===== src/design/slt_pkg.sv =====
`timescale 1ns / 1ps
// ----------------------------------------------------------------------------
// slt_pkg
// Shared types and codes for the sorted list table: word layouts, action
// and status codes, and the control and flag bundles between the cells.
// ----------------------------------------------------------------------------
package slt_pkg;

  localparam int DEPTH_DEFAULT = 16;
  localparam int VAL_W         = 32;
  localparam int POS_W         = 9;

  // action codes
  localparam logic [1:0] ACT_INSERT = 2'd0;
  localparam logic [1:0] ACT_REMOVE = 2'd1;
  localparam logic [1:0] ACT_FIND   = 2'd2;

  // status codes
  localparam logic [1:0] ST_DONE   = 2'd0;
  localparam logic [1:0] ST_EMPTY  = 2'd1;
  localparam logic [1:0] ST_ABSENT = 2'd2;
  localparam logic [1:0] ST_FULL   = 2'd3;

  typedef struct packed {
    logic [1:0]              action;
    logic signed [VAL_W-1:0] value;
  } in_word_t;

  typedef struct packed {
    logic [1:0]       status;
    logic [POS_W-1:0] position;
    logic [POS_W-1:0] occupancy;
  } out_word_t;

  // update command broadcast to every cell
  typedef struct packed {
    logic ins;
    logic rem;
  } cell_cmd_t;

  // compare flags a cell reports, all masked by its active state
  typedef struct packed {
    logic lt;
    logic le;
    logic eq;
  } cell_flag_t;

endpackage


===== src/design/sorted_list_table_core.sv =====
`timescale 1ns / 1ps
// ----------------------------------------------------------------------------
// sorted_list_table_core
// Ascending table of signed keys with insert, remove and find, built as a
// row of compare-and-shift cells.
// ----------------------------------------------------------------------------
// Usage:
//   cmd channel (cmd_valid/cmd_ready/cmd) carries one command word: action
//   (insert, remove first equal, find) and a signed 32-bit value.
//   res channel (res_valid/res_ready/res) returns exactly one word per
//   command: status, 1-based position of a found key, and occupancy.
//   Each command is taken into an input stage, then executed: every cell
//   compares its key with the command key at once, and on a successful insert
//   or remove the row shifts by one slot. The result lands in an output
//   register, so a word reaches res through the input stage and then the
//   output register, and one command per cycle is sustained while res_ready
//   stays high. The path that sets the clock is the 32-bit compare in each
//   cell followed by the one-hot position select across the row.
//   When res_ready is low the result holds, one more command is taken into
//   the input stage, and then cmd_ready drops until the result is taken.
//   Reset empties the table (occupancy zero) and drops any pending word;
//   the block accepts commands in the first cycle after reset.
// ----------------------------------------------------------------------------
module sorted_list_table_core #(
  parameter int DEPTH = slt_pkg::DEPTH_DEFAULT
) (
  input  logic               clk,
  input  logic               rst,
  input  logic               cmd_valid,
  output logic               cmd_ready,
  input  slt_pkg::in_word_t  cmd,
  output logic               res_valid,
  input  logic               res_ready,
  output slt_pkg::out_word_t res
);
  import slt_pkg::*;

  localparam int CNT_W = $clog2(DEPTH + 1);
  localparam logic [CNT_W-1:0] FULL_C = CNT_W'(DEPTH);

  logic                    op_valid;
  in_word_t                op;
  logic                    fire;
  logic [CNT_W-1:0]        count;
  logic [CNT_W-1:0]        count_next;
  cell_cmd_t               cell_cmd;
  out_word_t               res_next;
  logic signed [VAL_W-1:0] ent [DEPTH];
  cell_flag_t              flag [DEPTH];
  logic [DEPTH-1:0]        lt_vec;
  logic [DEPTH-1:0]        le_vec;
  logic [DEPTH-1:0]        eq_vec;
  logic                    hit;
  logic [POS_W-1:0]        pos_sel;

  // input stage and execute handshake
  assign fire      = op_valid && (!res_valid || res_ready);
  assign cmd_ready = !op_valid || fire;

  always_ff @(posedge clk) begin
    if (rst) begin
      op_valid <= 1'b0;
    end else if (cmd_ready) begin
      op_valid <= cmd_valid;
    end
  end

  always_ff @(posedge clk) begin
    if (cmd_valid && cmd_ready) begin
      op <= cmd;
    end
  end

  // row of cells
  for (genvar i = 0; i < DEPTH; i++) begin : g_cell
    logic                    left_lt;
    logic signed [VAL_W-1:0] left_val;
    logic signed [VAL_W-1:0] right_val;

    if (i == 0) begin : g_first
      assign left_lt  = 1'b0;
      assign left_val = op.value;
    end else begin : g_left
      assign left_lt  = lt_vec[i-1];
      assign left_val = ent[i-1];
    end

    if (i == DEPTH - 1) begin : g_last
      assign right_val = ent[i];
    end else begin : g_right
      assign right_val = ent[i+1];
    end

    slt_cell #(
      .IDX   (i),
      .CNT_W (CNT_W)
    ) u_cell (
      .clk       (clk),
      .cmd       (cell_cmd),
      .key       (op.value),
      .count     (count),
      .left_lt   (left_lt),
      .left_val  (left_val),
      .right_val (right_val),
      .entry     (ent[i]),
      .flag      (flag[i])
    );

    assign lt_vec[i] = flag[i].lt;
    assign le_vec[i] = flag[i].le;
    assign eq_vec[i] = flag[i].eq;
  end

  assign hit = |eq_vec;

  // position of the first entry not below the key, one-hot select
  always_comb begin
    pos_sel = '0;
    for (int i = 0; i < DEPTH; i++) begin
      if (le_vec[i] && (i == 0 || !le_vec[(i == 0) ? 0 : i - 1])) begin
        pos_sel = pos_sel | POS_W'(i + 1);
      end
    end
  end

  // action decode
  always_comb begin
    cell_cmd       = '0;
    count_next     = count;
    res_next       = '0;
    res_next.status = ST_DONE;
    case (op.action)
      ACT_INSERT: begin
        if (count == FULL_C) begin
          res_next.status = ST_FULL;
        end else begin
          cell_cmd.ins = fire;
          count_next   = count + CNT_W'(1);
        end
      end
      ACT_REMOVE: begin
        if (count == '0) begin
          res_next.status = ST_EMPTY;
        end else if (!hit) begin
          res_next.status = ST_ABSENT;
        end else begin
          cell_cmd.rem = fire;
          count_next   = count - CNT_W'(1);
        end
      end
      ACT_FIND: begin
        if (count == '0) begin
          res_next.status = ST_EMPTY;
        end else if (!hit) begin
          res_next.status = ST_ABSENT;
        end else begin
          res_next.position = pos_sel;
        end
      end
      default: begin
        res_next.status = ST_DONE;
      end
    endcase
    res_next.occupancy = POS_W'(count_next);
  end

  // fill level
  always_ff @(posedge clk) begin
    if (rst) begin
      count <= '0;
    end else if (fire) begin
      count <= count_next;
    end
  end

  // output register
  always_ff @(posedge clk) begin
    if (rst) begin
      res_valid <= 1'b0;
    end else if (fire) begin
      res_valid <= 1'b1;
    end else if (res_ready) begin
      res_valid <= 1'b0;
    end
  end

  always_ff @(posedge clk) begin
    if (fire) begin
      res <= res_next;
    end
  end

`ifndef SYNTHESIS
  a_count_bound: assert property (@(posedge clk) disable iff (rst)
    count <= FULL_C)
    else $error("fill level above table depth");

  a_count_hold: assert property (@(posedge clk) disable iff (rst)
    !fire |=> count == $past(count))
    else $error("fill level changed without a command");

  a_insert_grow: assert property (@(posedge clk) disable iff (rst)
    cell_cmd.ins |=> count == $past(count) + CNT_W'(1))
    else $error("insert did not grow the table by one");

  a_sorted_head: assert property (@(posedge clk) disable iff (rst)
    count >= CNT_W'(2) |-> ent[0] <= ent[1])
    else $error("first two entries out of order");

  a_pos_found: assert property (@(posedge clk) disable iff (rst)
    res_valid && res.position != '0 |->
      res.status == ST_DONE && res.position <= res.occupancy)
    else $error("position reported without a successful find");
`endif

endmodule


===== src/design/slt_cell.sv =====
`timescale 1ns / 1ps
// ----------------------------------------------------------------------------
// slt_cell
// One slot of the table: holds a key, compares it with the broadcast key
// and takes its left or right neighbor's key when the list shifts.
// ----------------------------------------------------------------------------
module slt_cell #(
  parameter int IDX   = 0,
  parameter int CNT_W = 5
) (
  input  logic                             clk,
  input  slt_pkg::cell_cmd_t               cmd,
  input  logic signed [slt_pkg::VAL_W-1:0] key,
  input  logic [CNT_W-1:0]                 count,
  input  logic                             left_lt,
  input  logic signed [slt_pkg::VAL_W-1:0] left_val,
  input  logic signed [slt_pkg::VAL_W-1:0] right_val,
  output logic signed [slt_pkg::VAL_W-1:0] entry,
  output slt_pkg::cell_flag_t              flag
);
  import slt_pkg::*;

  localparam logic [CNT_W-1:0] IDX_C = CNT_W'(IDX);

  logic active;
  logic at_end;

  // slot position relative to the fill level
  assign active = (IDX_C < count);
  assign at_end = (IDX_C == count);

  // compares against the broadcast key, only inside the filled part
  assign flag.lt = active & (key < entry);
  assign flag.le = active & (key <= entry);
  assign flag.eq = active & (key == entry);

  // insert shifts right from the slot, remove shifts left from the match
  always_ff @(posedge clk) begin
    if (cmd.ins && (flag.lt || at_end)) begin
      entry <= left_lt ? left_val : key;
    end else if (cmd.rem && flag.le) begin
      entry <= right_val;
    end
  end

endmodule


===== config.mk =====
export PLATFORM = sky130hd
export DESIGN_NAME = sorted_list_table_core
export DESIGN_NICKNAME = d
export VERILOG_FILES = /design/src/design/slt_pkg.sv /design/src/design/sorted_list_table_core.sv /design/src/design/slt_cell.sv
export SDC_FILE = /design/constraint.sdc
export NUM_CORES = 2
export LEC_CHECK = 0
export ABC_AREA = 1
export BUFFER_PORTS_ARGS = -buffer_cell sky130_fd_sc_hd__buf_4
export CORE_MARGIN = 2
export CORE_UTILIZATION = 50
export DETAILED_ROUTE_END_ITERATION = 8
export PLACE_DENSITY_LB_ADDON = 0.12
export REMOVE_ABC_BUFFERS = 1
export SETUP_SLACK_MARGIN = 0.3
export SYNTH_ARGS = -nofsm -noshare
export SYNTH_HDL_FRONTEND = slang
export SYNTH_HIERARCHICAL = 1
export SYNTH_SLANG_ARGS = --single-unit

===== constraint.sdc =====
create_clock -name clk -period 3.9 [get_ports clk]
set_input_delay 0.585 -clock clk [delete_from_list [all_inputs] [get_ports clk]]
set_output_delay 0.585 -clock clk [all_outputs]
set_load 0.05 [all_outputs]

Word-level counts from Yosys, hierarchy flattened --
Cells that the tools add are included.
Word-level totals: output and inout bits 22, register bits after elaboration 569, input bits 38
Cells by class: magnitude comparators 48, multiplexer cells 76, reduce and logical (&&, ||, !) cells 104, equal/unequal tests 34, add/subtract/negate cells 2, bitwise logic cells 50
Operators with widths (count):
- $mux W32 | 45
- $eq A32 B32 Y1 | 16
- $le A32 B32 Y1 | 16
- $lt A32 B32 Y1 | 16
- $and A1 B1 Y1 | 48
- $logic_and A1 B1 Y1 | 48
- $eq A4 B5 Y1 const A | 8
- $lt A4 B5 Y1 const A | 8
- $mux W4 | 8
- $reduce_bool A2 Y1 | 16
- $eq A3 B5 Y1 const A | 4
- $lt A3 B5 Y1 const A | 4
- $mux W5 | 4
- $logic_or A1 B1 Y1 | 18
- $logic_not A1 Y1 | 17
- $reduce_or A16 Y1 | 1
- $mux W3 | 4
- $eq A2 B5 Y1 const A | 2
- $lt A1 B5 Y1 const A | 2
- $lt A2 B5 Y1 const A | 2
- $mux W2 | 5
- $pmux W5 S2 | 1
- $mux W1 | 8
- $add A5 B1 Y5 const B | 1
- other kinds (11) | 12

Logic depth before layout (Yosys ltp) --
depth after elaboration 19, gate-level depth with buffers 23

Cells and area by module --
Netlist, hierarchy kept.
Modules (own cells, without submodules):
- slt_cell at g_cell[3].u_cell ... | cells an instance 330, instances 2, area each 2742.6 um^2, sequential area each 960.9 um^2
- slt_cell at g_cell[6].u_cell | cells an instance 338, instances 1, area each 2875.3 um^2, sequential area each 960.9 um^2
- slt_cell at g_cell[0].u_cell | cells an instance 338, instances 1, area each 2820.2 um^2, sequential area each 960.9 um^2
- slt_cell at g_cell[13].u_cell | cells an instance 340, instances 1, area each 2785.2 um^2, sequential area each 960.9 um^2
- slt_cell at g_cell[14].u_cell | cells an instance 339, instances 1, area each 2775.2 um^2, sequential area each 960.9 um^2
- slt_cell at g_cell[9].u_cell | cells an instance 339, instances 1, area each 2772.7 um^2, sequential area each 960.9 um^2
- slt_cell at g_cell[15].u_cell | cells an instance 328, instances 1, area each 2768.9 um^2, sequential area each 960.9 um^2
- slt_cell at g_cell[2].u_cell | cells an instance 336, instances 1, area each 2763.9 um^2, sequential area each 960.9 um^2
- slt_cell at g_cell[4].u_cell | cells an instance 335, instances 1, area each 2762.6 um^2, sequential area each 960.9 um^2
- slt_cell at g_cell[12].u_cell | cells an instance 333, instances 1, area each 2758.9 um^2, sequential area each 960.9 um^2
- slt_cell at g_cell[10].u_cell | cells an instance 333, instances 1, area each 2756.4 um^2, sequential area each 960.9 um^2
- slt_cell at g_cell[8].u_cell | cells an instance 334, instances 1, area each 2756.4 um^2, sequential area each 960.9 um^2
- slt_cell at g_cell[5].u_cell | cells an instance 332, instances 1, area each 2750.1 um^2, sequential area each 960.9 um^2
- slt_cell at g_cell[11].u_cell | cells an instance 330, instances 1, area each 2746.4 um^2, sequential area each 960.9 um^2
- 2 more rows

Worst setup path before layout --
Ideal clock, no wire load.
path kind flip-flop to flip-flop, start register op (netlist bit g_cell[0].left_val[31]), end register g_cell[6].u_cell/entry[0] (netlist bit), enable pin, period minus slack after synthesis 3968 ps, buffers on the path 0, arrival 3579 ps, stages on the path, launching flop included 15, setup slack -68 ps, data required time 3511 ps, path through edfxtp_1 > ha_1 > nand2_1 > nor2_2 > nand4_2 > nor4_1 > and2_1 > nor2_1 > nand2_1 > nor2_2 > nand2_2 > nand2_1 > nor2_1 > nand3_1 > nand2_1
RTL lines:
- start, declared | line sorted_list_table_core.sv:42 | in_word_t op;
- start signal, assigned | line sorted_list_table_core.sv:70 | op <= cmd;
- end signal, assigned | line slt_cell.sv:40 | entry <= left_lt ? left_val : key;
- end signal, assigned | line slt_cell.sv:42 | entry <= right_val;
- end, declared | line slt_cell.sv:18 | output logic signed [slt_pkg::VAL_W-1:0] entry,

==> flow_summary.yaml <==
cts:
  cts_hold_repair.buffers: 0
  h-tree-depth: 3
  clock_latency_ns: 0.64
  clockBufferDepth: 3
  cts-root-buf: "clkbuf_16"
  cts_sinks: 565
  cts_tree: "built"
  numCtsBuffers: 72
  clk_pin_slew_worst_paths_ns: 0.06
worst_hold_path:
  holdCritStartpoint: "cmd[4]"
  worstHoldPathCells: 1
  holdCritPathClass: "in -> reg"
  holdPathEnd: "g_cell[0].left_val[4]"
floorplan:
  die_w_um: 310
  initial_core_util: 0.502
  io_pins: 60
  chipHeight_um: 310
  die_area_um2: 95800
  rows: 112
  design.core.area_um2: 92900
cells_and_area:
  drive_above_1_share: 0.164
  mostFrequentLayoutCell: "nand2_1"
  syn_to_final_growth_pct: 9.57
  seq_area_um2: 16900
  final_cell_mix: "nand2_1, inv_1, nand3_1"
  nNetsFinal: 6157
  multi_input_area_um2: 25600
  fin_util: 0.550
  antennaDiodeCount: 0
  fillerInstances: 8643
worst_setup_path:
  r2r_slack_ns: 0.45
  slowest_delay_ns: 0.37
  r2r-start: "g_cell[0].left_val[26]"
  worstSetupPathType: "reg -> reg"
  cp_slowest_cell: "edfxtp_1"
  required_ns: 4.24
  r2r-end: "g_cell[10].u_cell/entry[18]"
  crit_path_max_fanout: 27
  reg2reg_depth: 18
  crit_top_cell: "nand2_1"
  start_kind: "flop"
  cp_cell_sequence: "buf_6 -> buf_4 -> ha_1 -> nand2_1 -> nor2_1 -> nand2_2 -> nor3_2 -> and2_4 -> nor2_1 -> nand2_1 -> nor2_2 -> nand2_2 -> nand2_1 -> nor2_2 -> buf_4 -> nand2_1 -> nand2_4 -> clkbuf_16"
  crit_path_end_kind: "flop"
  cp.arrival_ns: 3.80
sta:
  tns_ns: 0
  slew_headroom: 0.501
  setup_viol: 0
  rsz0062_at_grt: "no"
  fin_skew_ns: 0.0237
  slew_viol_final: 0
  timing.final.crit_share: 0.886
  fmax_mhz: 289
  finalHoldViolCount: 0
  hold_slack_ns: 0.121
  fin_crit_ns: 3.45
  worst_slew_pin_slew_ns: 0.748
grt:
  grt_usage: 0.302
  grt_max_degree: 73
  grt_pass1_wl_mm: 222
  grt-ovfl-total: 0
  grt_pass1_vias: 37564
  antenna_found_initial: 2
power_and_ir_drop:
  p_sw_frac: 0.280
  pwr-share-seq: 0.425
  ir_drop_v: 0.000341
  leakagePower_nw: 24.7
  power_density_nw_per_um2: 311
  p_total_w: 0.0159
  pwr-share-clk: 0.400
  p_int_w: 0.0115
  comb_power_share: 0.176
  netSwitchingPower_w: 0.00447
place:
  port_buffers: 51
  hpwl_mm: 104
  gp_congestion: 0.914
routing:
  drt_pre_antenna_iters: 6
  drc_errors: 0
  routedWlPerCell_um: 21.1
  drt-total-wl_mm: 146
  via_per_inst: 5.58
  final_antenna_net_count: 0
  drtIter0Drc: 2959
  vias: 38507
synth:
  syn_avg_cell_area_um2: 8.39
  synth_warnings: 6
  synth_area_um2: 46700
  synthCells: 5563
run:
  cap_violations: 0
outcome:
  status: "finished clean"
power by group through the flow:
| stage | sequential [W] | combinational (W) | clock (W) |
|---|---|---|---|
| after floorplan | 0.00700 | 0.00174 | 0 |
| after global placement | 0.00689 | 0.00272 | 0 |
| after detailed placement | 0.00689 | 0.00275 | 0 |
| after CTS | 0.00676 | 0.00276 | 0.00648 |
| after global routing | 0.00677 | 0.00306 | 0.00669 |
| final | 0.00676 | 0.00280 | 0.00636 |
worst max-delay path: cells and delay by family (launching register included):
kind | cells | cell delay, ns
adder cells (fa/ha/maj) | 1 | 0.28
AND/OR/NAND/NOR | 13 | 1.65
buffers and inverters | 4 | 0.84
flip-flops | 1 | 0.37
final cells by class:
class | count | area share
sequential | 565 | 0.330
clock buffer | 96 | 0.0372
tap | 1254 | 0.0307
clock inverter | 27 | 0.00479
timing repair buffer | 187 | 0.0411
multi-input combinational | 4011 | 0.500
inverter | 764 | 0.0561
timing repair:
item | CTS | global route
pin swaps | 0 | 3
resized for setup | 4 | 26
cloned | 0 | 4
setup endpoints to repair | 510 | 522
setup buffers | 0 | 1
per-stage QoR:
step	area [um^2]	cells	setup slack, ns
2_1_floorplan	45200	5340	-19.08
4_1_cts	50900	6899	0.335
5_1_grt	51100	6904	0.305
6_report	51100	6904	0.446
3_5_place_dp	48800	6776	0.152
3_3_place_gp	48800	6776	0.0656
sequential cells by signal, indices dropped and copies added (netlist names):
name	cells
res_valid	1
op_valid	1
op	2
g_cell.u_cell/entry	512
g_cell.left_val	32
count	5
res	12
how the worst max path moves through the flow:
stage | start | endpoint | slack [ns] | cells after the start
detailed placement | g_cell[0].left_val[26] | g_cell[1].u_cell/entry[9] | 0.15 | 18
global route | g_cell[0].left_val[5] | g_cell[5].u_cell/entry[4] | 0.31 | 17
CTS | g_cell[0].left_val[26] | g_cell[1].u_cell/entry[15] | 0.33 | 18
finish | g_cell[0].left_val[26] | g_cell[10].u_cell/entry[18] | 0.45 | 18
global placement | g_cell[0].left_val[26] | g_cell[1].u_cell/entry[15] | 0.07 | 18
floorplan | count[0] | g_cell[15].u_cell/entry[0] | -19.08 | 9
routing by layer:
metal  wire, um  share of wire  vias up  track usage
met4       6830          0.047        0        0.134
li1           -              -    18616            -
met3       7210          0.049      320       0.0340
met1      61000           0.42    18372        0.381
met2      70900           0.49     1199        0.520
met5          0              0        -            0
Note: power is estimated with default switching activity, not from simulation.
